File: src/eida_pkg.sv
`timescale 1ns / 1ps
// ----------------------------------------------------------------------------
// Entity id allocator package
// Shared widths, codes and the control/status structs between the controller
// and the datapath.
// ----------------------------------------------------------------------------
package eida_pkg;

   // fixed field widths of the ports
   localparam int KIND_W   = 3;
   localparam int ENT_W    = 8;
   localparam int CTYPE_W  = 3;
   localparam int CDATA_W  = 32;
   localparam int STATUS_W = 3;
   localparam int TCNT_W   = 4;

   // parameter defaults
   localparam int DEF_MAX_IDS    = 256;
   localparam int DEF_MAX_TYPES  = 8;
   localparam int DEF_DATA_WIDTH = 32;

   // request kinds
   localparam logic [KIND_W-1:0] KIND_CREATE  = 3'd0;
   localparam logic [KIND_W-1:0] KIND_DESTROY = 3'd1;
   localparam logic [KIND_W-1:0] KIND_ADD     = 3'd2;
   localparam logic [KIND_W-1:0] KIND_REMOVE  = 3'd3;
   localparam logic [KIND_W-1:0] KIND_GET     = 3'd4;

   // response status codes
   localparam logic [STATUS_W-1:0] ST_OK         = 3'd0;
   localparam logic [STATUS_W-1:0] ST_EXHAUSTED  = 3'd1;
   localparam logic [STATUS_W-1:0] ST_BAD_ENTITY = 3'd2;
   localparam logic [STATUS_W-1:0] ST_BAD_TYPE   = 3'd3;
   localparam logic [STATUS_W-1:0] ST_DUPLICATE  = 3'd4;
   localparam logic [STATUS_W-1:0] ST_ABSENT     = 3'd5;

   // source of the response payload
   typedef enum logic [1:0] {
      SEL_NONE,
      SEL_POP,
      SEL_MINT,
      SEL_GET
   } out_sel_type;

   // controller -> datapath
   typedef struct packed {
      logic                load;
      logic                rd_slot;
      logic                rd_last;
      logic                slot_clr;
      logic                slot_inc;
      logic                type_req;
      logic                type_clr;
      logic                type_inc;
      logic                swap_wr;
      logic                append_wr;
      logic                pop;
      logic                push;
      logic                out_we;
      logic [STATUS_W-1:0] code;
      out_sel_type         sel;
   } cmd_type;

   // datapath -> controller
   typedef struct packed {
      logic [KIND_W-1:0] kind;
      logic              ent_ok;
      logic              type_ok;
      logic              free_empty;
      logic              ids_full;
      logic              slot_end;
      logic              hit;
      logic              type_end;
      logic              rsp_free;
   } stat_type;

endpackage

File: src/eida_ctrl.sv
`timescale 1ns / 1ps
// ----------------------------------------------------------------------------
// Entity id allocator controller
// Sequences one request: decode, table scan, swap-remove, append, push and
// response handoff.
// ----------------------------------------------------------------------------
module eida_ctrl
   import eida_pkg::*;
(
   input  logic     clock,
   input  logic     reset,
   input  logic     req_valid,
   output logic     req_stall,
   input  stat_type stat,
   output cmd_type  cmd
);

   typedef enum logic [3:0] {
      S_IDLE,
      S_DISPATCH,
      S_TYPE_CHK,
      S_SCAN,
      S_COMPARE,
      S_SWAP,
      S_APPEND,
      S_PUSH,
      S_FINISH
   } state_type;

   state_type           state_ff, state_in;
   logic [STATUS_W-1:0] code_ff, code_in;
   out_sel_type         sel_ff, sel_in;

   // next state and commands
   always_comb begin
      state_in = state_ff;
      code_in  = code_ff;
      sel_in   = sel_ff;
      cmd      = '0;
      cmd.code = code_ff;
      cmd.sel  = sel_ff;
      case (state_ff)
         S_IDLE: begin
            if (req_valid) begin
               cmd.load = 1'b1;
               state_in = S_DISPATCH;
            end
         end
         S_DISPATCH: begin
            state_in = S_FINISH;
            code_in  = ST_OK;
            sel_in   = SEL_NONE;
            if (stat.kind == KIND_CREATE) begin
               if (!stat.free_empty) begin
                  cmd.pop = 1'b1;
                  sel_in  = SEL_POP;
               end else if (stat.ids_full) begin
                  code_in = ST_EXHAUSTED;
               end else begin
                  sel_in = SEL_MINT;
               end
            end else if (stat.kind == KIND_DESTROY) begin
               if (!stat.ent_ok) begin
                  code_in = ST_BAD_ENTITY;
               end else begin
                  cmd.type_clr = 1'b1;
                  state_in     = S_TYPE_CHK;
               end
            end else if (stat.kind == KIND_ADD || stat.kind == KIND_REMOVE ||
                         stat.kind == KIND_GET) begin
               if (!stat.type_ok) begin
                  code_in = ST_BAD_TYPE;
               end else if (!stat.ent_ok) begin
                  code_in = ST_BAD_ENTITY;
               end else begin
                  cmd.type_req = 1'b1;
                  cmd.slot_clr = 1'b1;
                  state_in     = S_SCAN;
               end
            end
         end
         // destroy: walk registered types
         S_TYPE_CHK: begin
            if (stat.type_end) begin
               state_in = S_PUSH;
            end else begin
               cmd.slot_clr = 1'b1;
               state_in     = S_SCAN;
            end
         end
         S_SCAN: begin
            if (stat.slot_end) begin
               if (stat.kind == KIND_ADD) begin
                  state_in = S_APPEND;
               end else if (stat.kind == KIND_DESTROY) begin
                  cmd.type_inc = 1'b1;
                  state_in     = S_TYPE_CHK;
               end else begin
                  code_in  = ST_ABSENT;
                  state_in = S_FINISH;
               end
            end else begin
               cmd.rd_slot = 1'b1;
               state_in    = S_COMPARE;
            end
         end
         S_COMPARE: begin
            if (stat.hit) begin
               if (stat.kind == KIND_ADD) begin
                  code_in  = ST_DUPLICATE;
                  state_in = S_FINISH;
               end else if (stat.kind == KIND_GET) begin
                  sel_in   = SEL_GET;
                  state_in = S_FINISH;
               end else begin
                  cmd.rd_last = 1'b1;
                  state_in    = S_SWAP;
               end
            end else begin
               cmd.slot_inc = 1'b1;
               state_in     = S_SCAN;
            end
         end
         // last entry moves into the hit slot
         S_SWAP: begin
            cmd.swap_wr = 1'b1;
            if (stat.kind == KIND_DESTROY) begin
               cmd.type_inc = 1'b1;
               state_in     = S_TYPE_CHK;
            end else begin
               state_in = S_FINISH;
            end
         end
         S_APPEND: begin
            cmd.append_wr = 1'b1;
            state_in      = S_FINISH;
         end
         S_PUSH: begin
            cmd.push = 1'b1;
            state_in = S_FINISH;
         end
         S_FINISH: begin
            if (stat.rsp_free) begin
               cmd.out_we = 1'b1;
               state_in   = S_IDLE;
            end
         end
         default: begin
            state_in = S_IDLE;
         end
      endcase
   end

   // state and registered outputs
   always_ff @(posedge clock) begin
      if (reset) begin
         state_ff <= S_IDLE;
         code_ff  <= ST_OK;
         sel_ff   <= SEL_NONE;
      end else begin
         state_ff <= state_in;
         code_ff  <= code_in;
         sel_ff   <= sel_in;
      end
   end

   assign req_stall = (state_ff != S_IDLE);

   // checks
   a_load_idle: assert property (@(posedge clock) disable iff (reset)
      cmd.load |=> (state_ff == S_DISPATCH)) else $error("load without dispatch");

   a_out_free: assert property (@(posedge clock) disable iff (reset)
      cmd.out_we |-> stat.rsp_free) else $error("response written while held");

   a_one_wr: assert property (@(posedge clock) disable iff (reset)
      $onehot0({cmd.swap_wr, cmd.append_wr, cmd.rd_slot, cmd.rd_last}))
      else $error("table port used twice");

endmodule

File: config.mk
export PLATFORM = sky130hd
export DESIGN_NAME = eida_ctrl
export DESIGN_NICKNAME = d
export VERILOG_FILES = /design/src/eida_pkg.sv /design/src/eida_ctrl.sv
export SDC_FILE = /design/constraint.sdc
export NUM_CORES = 1
export LEC_CHECK = 0
export ABC_AREA = 1
export ABC_CLOCK_PERIOD_IN_PS = 2500
export BUFFER_PORTS_ARGS = -buffer_cell sky130_fd_sc_hd__buf_2
export CAP_MARGIN = 20
export CORE_AREA = 2 2 55 57
export DETAILED_ROUTE_END_ITERATION = 10
export DIE_AREA = 0 0 57 59
export PLACE_DENSITY = 0.58
export SYNTH_ARGS = -nofsm -noshare
export SYNTH_HDL_FRONTEND = slang
export SYNTH_SLANG_ARGS = --single-unit
File: constraint.sdc
create_clock -name clock -period 2.5 [get_ports clock]
set_clock_uncertainty 0.2 [all_clocks]
set_input_delay 0.5 -clock clock [delete_from_list [all_inputs] [get_ports clock]]
set_output_delay 0.5 -clock clock [all_outputs]
set_load 0.03 [all_outputs]
==> results of run 1 <==
## stage by stage
stage / setup slack (ns) / hold slack (ns) / power (W)
2_1_floorplan: 0.267 / 0.369 / 0.000365
3_3_place_gp: 0.407 / 0.278 / 0.000433
3_5_place_dp: 0.378 / 0.275 / 0.000431
4_1_cts: 0.261 / 0.258 / 0.000545
5_1_grt: 0.103 / 0.253 / 0.000584
6_report: 0.256 / 0.270 / 0.000535
## path summary, 6_finish.rpt
kind                                  start          end  slack, ns  cells after the start
worst max register to register  state_ff[0]   code_ff[0]       0.91                      9
worst max-delay path            state_ff[0]      cmd[10]       0.26                      5
worst min-delay path                  reset  state_ff[1]       0.27                      2
worst min register to register    sel_ff[1]    sel_ff[1]       0.28                      2
## cell usage in the layout, fill, tap and decap left out, types with 2 or more instances in the layout
cell type,count
inv_1,26
buf_2,32
nor2_2,3
dfxtp_1,9
nand3_1,15
o21ai_0,6
nand2_2,2
nor3_1,3
a21oi_1,3
nand2_1,45
nor2_1,35
clkbuf_4,3
## cells in the mapped netlist
cell / instances
nand2_1: 45
nor2_2: 3
nand3_1: 15
nor3_1: 3
inv_1: 26
nor2_8: 1
o21ai_0: 6
dfxtp_1: 9
nand2_2: 2
nor2_1: 35
nand4_1: 1
inv_2: 1
nand2_4: 1
a21oi_1: 3
nand3b_1: 1
## worst max-delay path: stages, from the launching register on
cell and delay [ns]:
dfxtp_1 0.43, nand2_1 0.12, nor2_1 0.25, nand2_1 0.10, o21ai_0 0.17, buf_2 0.22
## logic make-up (layout without fill, tap and decap cells)
group / count (synthesis) / in the layout / share of synthesized area
AO/OA/AOI/OAI: 9 / 9 / 0.0568
AND/OR/NAND/NOR: 107 / 107 / 0.588
flip-flops: 9 / 9 / 0.227
buffers and inverters: 27 / 63 / 0.128
## area by class of cell
| type | count | share of cell area |
|---|---|---|
| clock buffers | 4 | 0.0258 |
| flip-flops and latches | 9 | 0.177 |
| inverters | 27 | 0.0995 |
| repair buffers | 32 | 0.157 |
| multi-input cells | 116 | 0.502 |
| well taps | 31 | 0.0381 |
## sequential cells by signal, indices dropped and copies added, names as in the netlist
| signal | cells |
|---|---|
| state_ff | 4 |
| sel_ff | 2 |
| code_ff | 3 |
## per-layer routing
layer / vias to the layer above / wire (um) / track usage
met5: - / 0 / 0
met4: 0 / 0 / 0.00997
met3: 0 / 203 / 0.0480
met2: 36 / 862 / 0.199
met1: 416 / 1010 / 0.175
li1: 535 / - / -
## report_power, final
| part | leakage, nW | switching (W) | internal [W] |
|---|---|---|---|
| Clock | 0.0150 | 0.0000473 | 0.0000613 |
| Sequential | 0.0737 | 0.0000163 | 0.000166 |
| Combinational | 0.545 | 0.000168 | 0.0000766 |
==> impl_metrics.toml, run 1 <==
[yosys]
netlist_instances = 152
yosys_register_bits = 9
ys_types = 15
syn_nets = 166
synth_top_area_frac = 0.227
synth.cell_area_um2 = 793
synth_area_leaders = "dfxtp_1 23%, nand2_1 21%, nor2_1 17%"
yosys.area.top_type = "dfxtp_1"
syn_avg_cell_area_um2 = 5.22
ys_seq_area_frac = 0.227
yosysWarningCount = 0

[global_route]
grt.total_usage = 0.127
grt_pass1_wl_um = 3360
grt_remaining_overflow = 0
grt_pass1_vias = 796
antenna_found_initial = 0
grt_max_degree = 8

[cts]
cts_buffer_depth = 2
clk_pin_slew_ns = 0.06
cts_root_buf = "clkbuf_4"
cts_max_level = 1
insertion_delay_ns = 0.26
post-cts-setup-buffers = 0
clkSinkCount = 9
cts_hold_buf = 0
cts_tree = "built"
ctsResizeCount = 0
cts_buffers = 3

[timing]
tightest_slew_ns = 0.258
rsz0062_at_grt = "no"
relSlewSlack = 0.828
setup_viol = 0
timing.fmax_mhz = 446
slew_violations = 0
period_share = 0.898
finalHoldViolations = 0
period_needed_ns = 2.24
tns_ns = 0

[place]
gp_congestion = 0.828
post_dp_cell_area_um2 = 992
dp_hpwl_um = 1740
dp.cells = 215
portBuffers = 32

[pwr]
p_per_area_nw_per_um2 = 526
peakVddDrop_mv = 0.546
leakage_nw = 0.634

[finish]
finalNetCount = 203
stdcell_count = 219
drive_above_1_share = 0.229
final_area_um2 = 1020
fillCellCount = 325
multi_input_area_um2 = 512
diodes = 0
areaGrowthSynthToFinish_pct = 28.4
final_util = 0.376
regArea_um2 = 180

[route]
wl_um = 2070
drc = 0
viasPerCell = 4.51
ant_nets = 0
first_iter_violations = 25
wl_per_cell_um = 9.46
dr_total_vias = 987
dr.pass1.iters = 4

[outcome]
status = "finished, final reports clean"

[worst_setup_path]
arrival_ns = 1.54
crit_type = "register to output port"
cp.required_ns = 1.80
cp-end-kind = "output port"
cp_max_fo = 5
worstSetupStartpointType = "register"

[floorplanning]
boundaryPins = 33
initial_core_util = 0.293
die_y_um = 59
dieWidth_um = 57
rows = 19
core_um2 = 2710
die_area_um2 = 3360

[job]
drv_cap = 0

[hold_path]
hold_path.class = "input pin to register"
Note: power is estimated with default switching activity, not from simulation.
==> inputs of run 2 (changes only) <==
==> config.mk (replaced) <==
export PLATFORM = sky130hd
export DESIGN_NAME = eida_ctrl
export DESIGN_NICKNAME = d
export VERILOG_FILES = /design/src/eida_pkg.sv /design/src/eida_ctrl.sv
export SDC_FILE = /design/constraint.sdc
export NUM_CORES = 1
export LEC_CHECK = 0
export ABC_CLOCK_PERIOD_IN_PS = 2500
export BUFFER_PORTS_ARGS = -buffer_cell sky130_fd_sc_hd__buf_2
export CAP_MARGIN = 20
export CORE_AREA = 2 2 57 59
export DETAILED_ROUTE_END_ITERATION = 10
export DIE_AREA = 0 0 59 61
export PLACE_DENSITY = 0.57
export SYNTH_ARGS = -nofsm -noshare
export SYNTH_HDL_FRONTEND = slang
export SYNTH_SLANG_ARGS = --single-unit
==> run 2 against run 1 <==
  * Setup slack worse by 0.15 ns
  * Fmax down 6.1%
  * Sequential power is 5% lower
  * Worst hold slack improved by 0.0013 ns
  * First-iteration DRC count grew 36%
  * Clock power grew 5%
  * Flip-flop and latch count did not move
==> impl_metrics.toml, run 2 <==
[outcome]
status = "finished, final reports clean"

[floorplanning]
core_um2 = 2950
initial_core_util = 0.294
rows = 20
die_y_um = 61
boundaryPins = 33
die_area_um2 = 3600
dieWidth_um = 59

[cts]
cts_buffer_depth = 2
insertion_delay_ns = 0.26
cts_max_level = 1
cts_buffers = 3
cts_hold_buf = 0
cts_tree = "built"
cts_root_buf = "clkbuf_4"
clkSinkCount = 9
clk_pin_slew_ns = 0.06

[finish]
stdcell_count = 182
final_cell_mix = "31 x buf_2, 11 x nor2_1, 9 x nand2_1, 9 x o21ai_0, 8 x a21oi_1"
top_regs = "state_ff (4), code_ff (3), sel_ff (2)"
final_area_um2 = 1110
areaGrowthSynthToFinish_pct = 28.0
drive_above_1_share = 0.329
largest_reg_flops = 4
finalNetCount = 164
largest_register = "state_ff"
final_common_cell = "buf_2"
diodes = 0

[worst_setup_path]
crit_chain = "nor4b_4 > nand2_2 > a211o_1 > o21ai_0 > buf_4"
rrSetupSlack_ns = 0.68
cp-startpoint = "state_ff[1]"
crit_path_end = "cmd[14]"
crit_type = "register to output port"
worstSetupStartpointType = "register"
cp-end-kind = "output port"
r2r-end = "code_ff[1]"
arrival_ns = 1.69
cp.required_ns = 1.80
reg2reg_depth = 5
cp_max_fo = 12
timing.rr.start = "state_ff[2]"
slowest_delay_ns = 0.39
slowest_stage = "dfxtp_2"

[yosys]
netlist_instances = 115
synth_area_leaders = "dfxtp_1 21%, o21ai_0 5.2%, nor2_1 4.8%"
async_flop_share = 0
yosys_register_bits = 9
ys_types = 45
syn_nets = 129
yosys.area.top_type = "dfxtp_1"
synth_common_cells = "11 x nor2_1, 9 x dfxtp_1, 9 x nand2_1, 9 x o21ai_0, 8 x a21oi_1"
ys.flop_type = "dfxtp_1"
synth_edf_count = 0
ys_seq_area_frac = 0.208
syn_avg_cell_area_um2 = 7.54
synth.cell_area_um2 = 867
synth_top_area_frac = 0.208
yosysMostFrequentCell = "nor2_1"
yosysWarningCount = 0

[route]
viasPerCell = 5.69
first_iter_violations = 34
dr_total_vias = 1035
dr.pass1.iters = 5
ant_nets = 0
drc = 0
wl_um = 2570
wl_per_cell_um = 14.1

[timing]
tns_ns = 0
finalHoldViolations = 0
tightest_slew_ns = 0.545
relSlewSlack = 0.632
slew_violations = 0
rsz0062_at_grt = "no"
setup_viol = 0
period_needed_ns = 2.39
period_share = 0.956
timing.fmax_mhz = 418

[global_route]
grt.total_usage = 0.153
grt_remaining_overflow = 0
grt_max_degree = 15
antenna_found_initial = 0
grt_pass1_vias = 965
grt_pass1_wl_um = 4220

[pwr]
p_per_area_nw_per_um2 = 410
peakVddDrop_mv = 0.220
leakage_nw = 0.500

[place]
portBuffers = 32
dp.cells = 178
post_dp_cell_area_um2 = 1080
gp_congestion = 0.809
dp_hpwl_um = 1990

[hold_path]
hold_depth = 1
hold_path.class = "register to register"
hold_start = "sel_ff[0]"

[job]
drv_cap = 0
-- run 2: cell types whose count changed after synthesis, sizes merged, moves of 5 or more --
cell and change:
nand2 -38, nor2 -28, inv -24, nand3 -13, buf +7, a21oi +5, nor2b +5
-- run 2: how the worst min path moves through the flow --
stage / to
floorplan: code_ff[1]
global placement: sel_ff[1]
detailed placement: sel_ff[0]
CTS: sel_ff[0]
global route: state_ff[3]
finish: sel_ff[0]
-- run 2: timing repair --
item	CTS	global route
pin swaps	0	0
setup endpoints to repair	1	1
gates resized for setup	3	1
buffers inserted	0	0
-- run 2: where the power goes --
part | switching (W) | internal, W
Clock | 0.0000547 | 0.0000592
Combinational | 0.000103 | 0.0000665
Sequential | 0.0000160 | 0.000156
Total | 0.000174 | 0.000282
-- run 2: layout make-up --
cell class	count	area [um2]
Multi-Input combinational cell	95	638
Clock buffer	3	22.5
Inverter	3	11.3
Fill cell	334	1840
Sequential cell	9	184
Clock inverter	1	5.00
Timing Repair Buffer	38	208
Tap cell	33	41.3
-- run 2: logic make-up after synthesis --
group,Yosys count,share of synthesized area
xor+xnor,1,0.0101
buf+inv,11,0.0620
compound gates,35,0.273
simple gates,57,0.424
mux,2,0.0231
flops,9,0.208
-- run 2: through the flow --
step / hold slack, ns / utilization / total power [W] / setup slack, ns
floorplan: 0.400 / - / 0.000287 / 0.186
global placement: 0.252 / 0.364 / 0.000340 / 0.225
detailed placement: 0.252 / 0.364 / 0.000342 / 0.214
CTS: 0.270 / 0.375 / 0.000459 / 0.0637
global route: 0.298 / 0.376 / 0.000487 / 0.00340
finish: 0.271 / 0.376 / 0.000455 / 0.110
-- run 2: layer usage --
layer,global-route usage,vias to the layer above,routed length [um]
met3,0.0512,6,206
met4,0.0649,0,48
met5,0,-,0
li1,-,505,-
met1,0.195,471,1160
met2,0.237,53,1160
-- run 2: worst max-delay path, delay by kind of cell (launching register included) --
kind	cells	cell delay [ns]
flip-flops	1	0.39
buffers and inverters	1	0.18
AND/OR/NAND/NOR	2	0.44
AO/OA/AOI/OAI	2	0.41
==> inputs of run 3 (changes only) <==
--- a/config.mk
+++ b/config.mk
@@ -8,10 +8,11 @@
 export ABC_CLOCK_PERIOD_IN_PS = 2500
 export BUFFER_PORTS_ARGS = -buffer_cell sky130_fd_sc_hd__buf_2
 export CAP_MARGIN = 20
-export CORE_AREA = 2 2 57 59
+export CORE_AREA = 2 2 44 46
+export CTS_BUF_LIST = sky130_fd_sc_hd__clkbuf_8
 export DETAILED_ROUTE_END_ITERATION = 10
-export DIE_AREA = 0 0 59 61
-export PLACE_DENSITY = 0.57
+export DIE_AREA = 0 0 46 48
+export PLACE_DENSITY = 0.87
 export SYNTH_ARGS = -nofsm -noshare
 export SYNTH_HDL_FRONTEND = slang
 export SYNTH_SLANG_ARGS = --single-unit
==> run 3 against run 2 <==
  * Register-to-register slack got worse by 0.13 ns
  * Fmax fell by 1.5%
  * Final cell count is 8.2% lower
  * Highest routed layer unchanged
  * Flip-flop and latch count unchanged
  * Critical endpoint unchanged
  * Die area fell by 39%
  * Sequential share of layout area decreased by 0.23 points
  * Clock power grew 44%
  * Worst hold slack got worse by 0.0090 ns
  * Sequential power barely moved
==> impl_metrics.toml, run 3 (synthesized netlist as in run 2, its figures left out) <==
[floorplanning]
die_area_um2 = 2210
rows = 15
dieWidth_um = 46
boundaryPins = 33
core_um2 = 1690
die_y_um = 48
initial_core_util = 0.513

[pwr]
power.total_w = 0.000506
clkPwrFrac = 0.323
combinationalPowerShare = 0.343
p_per_area_nw_per_um2 = 456
peakVddDrop_mv = 0.372
switching_share = 0.347
leakage_nw = 0.514
power_frac_seq = 0.333
power.switching_w = 0.000176
power.internal_w = 0.000331

[global_route]
grt_pass1_vias = 879
grt_remaining_overflow = 0
grt.total_usage = 0.256
grt_pass1_wl_um = 3990
grt_max_degree = 15
antenna_found_initial = 0

[finish]
fillCellCount = 162
areaGrowthSynthToFinish_pct = 28.0
top_regs = "state_ff (4), code_ff (3), sel_ff (2)"
drive_above_1_share = 0.313
largest_reg_flops = 4
diodes = 0
finalNetCount = 165
final_util = 0.657
largest_register = "state_ff"
stdcell_count = 167
final_cell_mix = "32 x buf_2, 11 x nor2_1, 9 x nand2_1, 9 x o21ai_0"
final_common_cell = "buf_2"

[place]
gp_congestion = 0.937
dp.cells = 163
dp_hpwl_um = 1930
portBuffers = 32

[cts]
cts_root_buf = "clkbuf_8"
clkSinkCount = 9
clk_pin_slew_ns = 0.04
insertion_delay_ns = 0.23
cts_buffer_depth = 2
post-cts-setup-buffers = 0
cts_max_level = 1
cts_tree = "built"
cts_buffers = 3

[route]
dr.pass1.iters = 5
wl_per_cell_um = 15.3
wl_um = 2550
drc = 0
first_iter_violations = 48
dr_total_vias = 1042
viasPerCell = 6.24
ant_nets = 0

[worst_setup_path]
slowest_stage = "dfxtp_1"
worstSetupStartpointType = "register"
slowest_delay_ns = 0.42
arrival_ns = 1.73
cp_max_fo = 9
crit_chain = "nor4b_4 > nand2_2 > a211o_1 > o21ai_0 > buf_2"
cp-end-kind = "output port"
timing.rr.start = "state_ff[2]"
cp-startpoint = "state_ff[3]"
cp.required_ns = 1.80
rrSetupSlack_ns = 0.55
crit_type = "register to output port"
reg2reg_depth = 5
r2r-end = "state_ff[1]"

[timing]
slew_violations = 0
tns_ns = 0
rsz0062_at_grt = "no"
relSlewSlack = 0.650
setup_viol = 0
tightest_slew_ns = 0.519
period_needed_ns = 2.43
period_share = 0.971
finalHoldViolations = 0
timing.fmax_mhz = 412

[hold_path]
min_to = "sel_ff[1]"
hold_path.class = "register to register"
hold_start = "sel_ff[1]"
hold_depth = 1

[job]
drv_cap = 0

[outcome]
status = "finished, final reports clean"
[run 3: cell types whose count changed in the layout (fill, tap and decap cells not counted)]
cell and delta:
buf_2 +1, clkbuf_4 -3, clkbuf_8 +3, clkinv_2 -1
dfxtp_1 +2, dfxtp_2 -2, inv_1 +1
[run 3: area by class of cell]
type	instances	area (um2)	share of cell area
Clock inverter	1	3.75	0.00338
Clock buffer	3	41.3	0.0372
Timing Repair Buffer	39	213	0.192
Tap cell	17	21.3	0.0192
Multi-Input combinational cell	95	638	0.575
Sequential cell	9	181	0.163
Inverter	3	11.3	0.0101
[run 3: power by group through the flow]
| stage | combinational, W | clock [W] | sequential (W) |
|---|---|---|---|
| 2_1_floorplan | 0.000105 | 0 | 0.000182 |
| 3_3_place_gp | 0.000168 | 0 | 0.000169 |
| 3_5_place_dp | 0.000171 | 0 | 0.000171 |
| 4_1_cts | 0.000173 | 0.000168 | 0.000169 |
| 5_1_grt | 0.000190 | 0.000174 | 0.000170 |
| 6_report | 0.000174 | 0.000164 | 0.000169 |
[run 3: metrics by stage]
step / cell area (um2) / hold WS [ns] / setup slack [ns]
2_1_floorplan: 872 / 0.400 / 0.186
3_3_place_gp: 1060 / 0.248 / 0.223
3_5_place_dp: 1060 / 0.254 / 0.190
4_1_cts: 1110 / 0.267 / 0.0311
5_1_grt: 1110 / 0.296 / 0.00975
6_report: 1110 / 0.262 / 0.0735
[run 3: worst max path at each step]
stage,to,slack (ns),cells after the start
floorplan,cmd[14],0.19,4
global placement,cmd[7],0.22,4
detailed placement,cmd[7],0.19,4
CTS,cmd[14],0.03,5
global route,cmd[14],0.01,5
finish,cmd[14],0.07,5
[run 3: timing repair]
action	in CTS	in global routing
hold buffers	0	0
resized for setup	0	1
setup endpoints to repair	0	3
[run 3: routing by layer]
metal | GRT usage | part of all wire
met1 | 0.306 | 0.40
met2 | 0.436 | 0.49
met3 | 0.0415 | 0.090
met4 | 0.143 | 0.019
met5 | 0 | 0
[run 3: critical path: cells and delay by family (launching register included)]
kind	cells	cell delay, ns
simple gates	2	0.46
buf+inv	1	0.21
compound gates	2	0.40
flops	1	0.42
